[src/rtl/csse_pkg.sv]
package csse_pkg;

    localparam int DATA_W = 32;
    localparam int WGT_W = 28;
    localparam int ACC_W = 64;
    localparam int MAX_POINTS_DEF = 64;

    localparam logic [2:0] OP_WR_POINT = 3'd0;
    localparam logic [2:0] OP_WR_CTRL = 3'd1;
    localparam logic [2:0] OP_APPEND = 3'd2;
    localparam logic [2:0] OP_RD_POINT = 3'd3;
    localparam logic [2:0] OP_RD_CTRL = 3'd4;
    localparam logic [2:0] OP_POSITION = 3'd5;
    localparam logic [2:0] OP_GRADIENT = 3'd6;
    localparam logic [2:0] OP_HESSIAN = 3'd7;

    localparam logic [1:0] ST_OK = 2'd0;
    localparam logic [1:0] ST_RANGE = 2'd1;
    localparam logic [1:0] ST_FULL = 2'd2;

    typedef logic signed [WGT_W-1:0] weight_t;
    typedef logic signed [DATA_W-1:0] coord_t;
    typedef logic [3*DATA_W-1:0] vec_t;

    function automatic coord_t sat64(input logic signed [ACC_W-1:0] v);
        coord_t r;
        if (v > 64'sd2147483647) r = 32'sh7FFFFFFF;
        else if (v < -64'sd2147483648) r = 32'sh80000000;
        else r = v[DATA_W-1:0];
        return r;
    endfunction

    function automatic coord_t reflect(input coord_t p, input coord_t c);
        logic signed [DATA_W+1:0] v;
        coord_t r;
        v = $signed({p[DATA_W-1], p, 1'b0}) - $signed({{2{c[DATA_W-1]}}, c});
        if (v > 34'sd2147483647) r = 32'sh7FFFFFFF;
        else if (v < -34'sd2147483648) r = 32'sh80000000;
        else r = v[DATA_W-1:0];
        return r;
    endfunction

endpackage

[src/rtl/csse_lane.sv]
module csse_lane
    import csse_pkg::*;
(
    input  logic    clk,
    input  logic    clear,
    input  logic    en,
    input  weight_t w,
    input  coord_t  d,
    output coord_t  result
);

    logic signed [ACC_W-1:0] acc_reg, acc_next, rnd;
    logic signed [WGT_W+DATA_W-1:0] prod;

    assign prod = w * d;

    always_comb
    begin
        acc_next = acc_reg;
        if (clear) acc_next = '0;
        else if (en) acc_next = acc_reg + ACC_W'(prod);
    end

    always_ff @(posedge clk)
    begin
        acc_reg <= acc_next;
    end

    assign rnd = (acc_reg + 64'sd8388608) >>> 24;
    assign result = sat64(rnd);

endmodule

[config.mk]
export PLATFORM = sky130hd
export DESIGN_NAME = csse_lane
export DESIGN_NICKNAME = d
export VERILOG_FILES = /design/src/rtl/csse_pkg.sv /design/src/rtl/csse_lane.sv
export SDC_FILE = /design/constraint.sdc
export NUM_CORES = 2
export LEC_CHECK = 0
export BUFFER_PORTS_ARGS = -buffer_cell sky130_fd_sc_hd__buf_2
export CAP_MARGIN = 25
export CORE_MARGIN = 2
export CORE_UTILIZATION = 65
export DETAILED_ROUTE_END_ITERATION = 6
export GPL_TIMING_DRIVEN = 0
export PLACE_DENSITY_LB_ADDON = 0.2
export SETUP_SLACK_MARGIN = 0.2
export SYNTH_ARGS = -nofsm -noshare
export SYNTH_HDL_FRONTEND = slang
export SYNTH_SLANG_ARGS = --single-unit
[constraint.sdc]
create_clock -name clk -period 12.4 [get_ports clk]
set_clock_uncertainty 0.15 [all_clocks]
set_input_delay 2.48 -clock clk [delete_from_list [all_inputs] [get_ports clk]]
set_output_delay 2.48 -clock clk [all_outputs]
set_load 0.02 [all_outputs]
After elaboration in Yosys (flattened, before gate mapping):

Index checks and enable logic that the tools add are counted.

* bits in registers: 64
* latch bits: 0
* bits in writable memories: 0
* ROM bits: 0
* bits of input ports: 63
* output and inout bits: 32
* logic and storage cells: 8
* memories kept: 0

* add/sub/neg operators: 2
* multipliers: 1
* div/mod/pow operators: 0
* $lt $le $gt $ge: 2
* eq/ne operators: 0
* shifts and indexed selects: 0
* multiplexer cells: 2
* bitwise operators: 0
* reduce and logical (&&, ||, !) cells: 0

Operators with widths (count)
* adder 64 x 25 -> 64 bit, second input constant: 1
* adder 64 x 60 -> 64 bit: 1
* two-way mux 32 bit: 2
* multiplier 28 x 32 -> 60 bit: 1
* > comparator 40 x 32 -> 1 bit, second input constant: 1
* less-than comparator 40 x 32 -> 1 bit, second input constant: 1

Longest topological paths before layout:

* depth after elaboration: 4
* depth in mapped cells: 31
* gate-level depth less buffers: 28

Least setup slack after synthesis:

OpenSTA, ideal clock, no wires.

* path type: input port to flip-flop
* from: input d[31]
* to: register acc_reg[57]
* setup time: 0.087 ns
* arrival: 10.129 ns
* required time: 12.163 ns
* path slack: 2.034 ns
* stages: 29
* buffers on the path: 3
* path through: clkbuf_1 > clkbuf_1 > nand2_1 > inv_1 > fa_1 > inv_1 > fa_1 > inv_1 > fa_1 > inv_1 > fa_1 > inv_1 > fa_1 > fa_1 > fa_1 > inv_1 > fa_1 > inv_1 > ha_1 > clkbuf_1 > and4_1 > and4_1 > a21oi_1 > o211ai_1 > a221o_1 > o211ai_1 > a21oi_1 > o21a_1 > o31ai_1

* word-level cells in the longest chain between the ends: 2

RTL lines
* start, declared: line csse_lane.sv:8 `input coord_t d,`
* multiplier 28 x 32 -> 60 bit: line csse_lane.sv:15 `assign prod = w * d;`
* adder 64 x 60 -> 64 bit: line csse_lane.sv:21 `else if (en) acc_next = acc_reg + ACC_W'(prod);`
* end signal, assigned: line csse_lane.sv:26 `acc_reg <= acc_next;`
* end, declared: line csse_lane.sv:12 `logic signed [ACC_W-1:0] acc_reg, acc_next, rnd;`

No other way between the ends.
A chain may end at the register's enable or synchronous reset.

Worst setup path in the final report:

* from: input d[31]
* to: register acc_reg[61]

Same word-level chain as after synthesis.

==> flow_summary_export.csv <==
group,metric,value,unit
critical_path,cpLargestDelayFamily,"adder cells",
timing,hold_viol_final,0,
grt,grt_pass1_wl,184700,um
place,hpwl,106300,um
clock_network,post_cts_resized,0,
clock_network,cts_tree,"yes",
timing,drv_slew,0,
floorplanning,row_count,90,
min_path,hold_class,"flip-flop to flip-flop",
critical_path,cp-end-kind,"flip-flop",
floorplanning,ioPinCount,95,
timing,rsz0062_at_grt,"false",
synthesis,yosysMostFrequentCell,"inv_1",
floorplanning,die-width,249.7,um
routing,wl,122000,um
synthesis,ys_types,75,
timing,post-route-min-period,11.86,ns
synthesis,yosysTopAreaCellShare,0.5239,
status,status,"finished, violations left",
place,place_ws,0.1041,ns
place,placed_cells,5198,
clock_network,cts.htree.levels,3,
critical_path,worst-path-buf-inv,8,
timing,tns,0,ns
clock_network,cts_buffers,9,
flow_run,maxCapViolations,0,
cells_and_area,area_growth,4.304,%
critical_path,arrival,11.94,ns
timing,setup_ws,0.5415,ns
routing,drc,15,
floorplanning,core,60020,um2
critical_path,crit_path_max_incr_delay,0.75,ns
synthesis,synth_fp_nets,5651,
synthesis,netlist_instances,4348,
floorplanning,initial_core_util,0.6538,
cells_and_area,final_cells,5224,
synthesis,synth-seq-cells,64,
status,failed_checks,"DRC",
timing,setup_viol,0,
grt,overflow,0,
timing,tightest_slew,1.046,ns
place,portBuffers,64,
synthesis,syn_area,39240,um2
timing,maxSlewHeadroom,0.3026,
synthesis,yosysWarnings,0,
timing,post-route-period-util,0.9563,
cells_and_area,largest_register_ffs,64,
clock_network,cts_buffer_depth,2,
routing,first_iter_violations,2446,
grt,track_usage,0.4049,
synthesis,synth_flop_cell,"dfxtp_1",
grt,grt_max_degree,25,
clock_network,clkLatencyLatePin,0.36,ns
critical_path,path_class,"input pin to flip-flop",
synthesis,synth-edff-count,0,
synthesis,synth-async-reset-ratio,0,
critical_path,crit_required,12.48,ns
routing,num_vias,30300,
place,gp_congestion,1.037,
critical_path,crit_path_start_kind,"input pin",
clock_network,cts_root_buffer,"clkbuf_16",
timing,fmax,0.08433,GHz
routing,drtPass1Iterations,7,
routing,antenna_left,0,
cells_and_area,drive_gt1_frac,0.03091,
routing,routedWlPerCell,23.36,um
critical_path,crit_fanout,20,
floorplanning,die_h,249.7,um
critical_path,crit_slowest_cell,"fa_1",
cells_and_area,final_util,0.6820,
grt,grt_pass1_vias,31480,
synthesis,synth_top_cell_by_area,"fa_1",
critical_path,worst_path_most_repeated_cell,"fa_1",
clock_network,clk_pin_slew,0.06,ns
clock_network,clkSinkCount,64,
clock_network,postCtsHoldBufs,0,
synthesis,synth_common_cells,"inv_1 (1,165), fa_1 (1,027), and2_1 (487)",
floorplanning,die_area,62360,um2
grt,antenna_found_initial,12,
synthesis,seq_area_frac_synth,0.03265,
routing,vias_per_cell,5.800,
synthesis,syn_avg_cell_area,9.025,um2
clock_network,post_cts_buffers,0,
synthesis,synth_area_leaders,"fa_1 (52%), inv_1 (11%), and2_1 (7.8%), ha_1 (6.8%), nand2_1 (4.5%)",
cells_and_area,nNetsFinal,5730,
[kinds of logic (layout without fill, tap and decap cells)]
group	count (synthesis)	in the layout	share of synthesized area
compound gates	291	291	0.04961
other cells	0	10	0
mux	42	42	0.01071
fa+ha+maj	1240	1240	0.5918
simple gates	1228	1228	0.1599
buf+inv	1388	1472	0.1341
xor+xnor	95	95	0.02120
flops	64	64	0.03265
[layout by cell type (no fill, tap or decap), drive strengths merged, types with 6 or more instances in the layout]
cell / n
nand4: 24
o211ai: 13
or2: 6
xnor2: 55
nand3: 26
nor2b: 7
buf: 77
o31ai: 9
xor2: 40
nand2: 475
o21ai: 73
a21oi: 70
nor3: 18
a21o: 49
and2: 488
dfxtp: 64
diode: 10
and4: 14
clkbuf: 223
o21a: 7
o21bai: 13
nand2b: 22
or3: 6
inv: 1164
ha: 213
a31oi: 17
mux2i: 42
fa: 1027
nor2: 115
and3: 14
[layer usage]
metal  track usage  up-vias  wire length [um]
li1              -    12720                 -
met1        0.4911    15400             41560
met2        0.6534     1670             57460
met3       0.09647      497             13010
met4        0.2590       16              9820
met5      0.007722        -               162
[worst reg2reg max path: cells and delay by family, from the launching register on]
family / cells / cell delay, ns
compound gates: 7 / 2.23
fa+ha+maj: 7 / 3.46
buf+inv: 4 / 0.25
flops: 1 / 0.39
simple gates: 2 / 0.42
[final cells by class]
type / instances / area (um2)
antenna: 10 / 25.02
buffer: 222 / 888.4
clock buffer: 10 / 229.0
clock inverter: 6 / 46.29
fill: 4963 / 19090
inverter: 1166 / 4380
multi-input combinational: 2896 / 32700
sequential: 64 / 1281
tap: 782 / 978.4
timing repair buffer: 68 / 405.4
[per-stage QoR]
| stage | instance area [um2] | hold slack, ns |
|---|---|---|
| 6_report | 40930 | 0.3582 |
| 3_3_place_gp | 40540 | 0.3332 |
| 3_5_place_dp | 40630 | 0.3460 |
| 4_1_cts | 40900 | 0.3644 |
| 5_1_grt | 40910 | 0.3947 |
| 2_1_floorplan | 39240 | 0.3146 |
[path summary, 6_finish.rpt]
check	startpoint	cells after the start	endpoint	slack (ns)
worst max-delay path	d[31]	26	acc_reg[61]	0.54
worst min-delay path	acc_reg[3]	2	acc_reg[3]	0.36
worst max register to register	acc_reg[27]	20	acc_reg[56]	5.39
worst min register to register	acc_reg[3]	2	acc_reg[3]	0.36
Power is left out: the tool's default activity adds up to more than one toggle a clock period on the data nets, which glitch-free logic cannot reach.
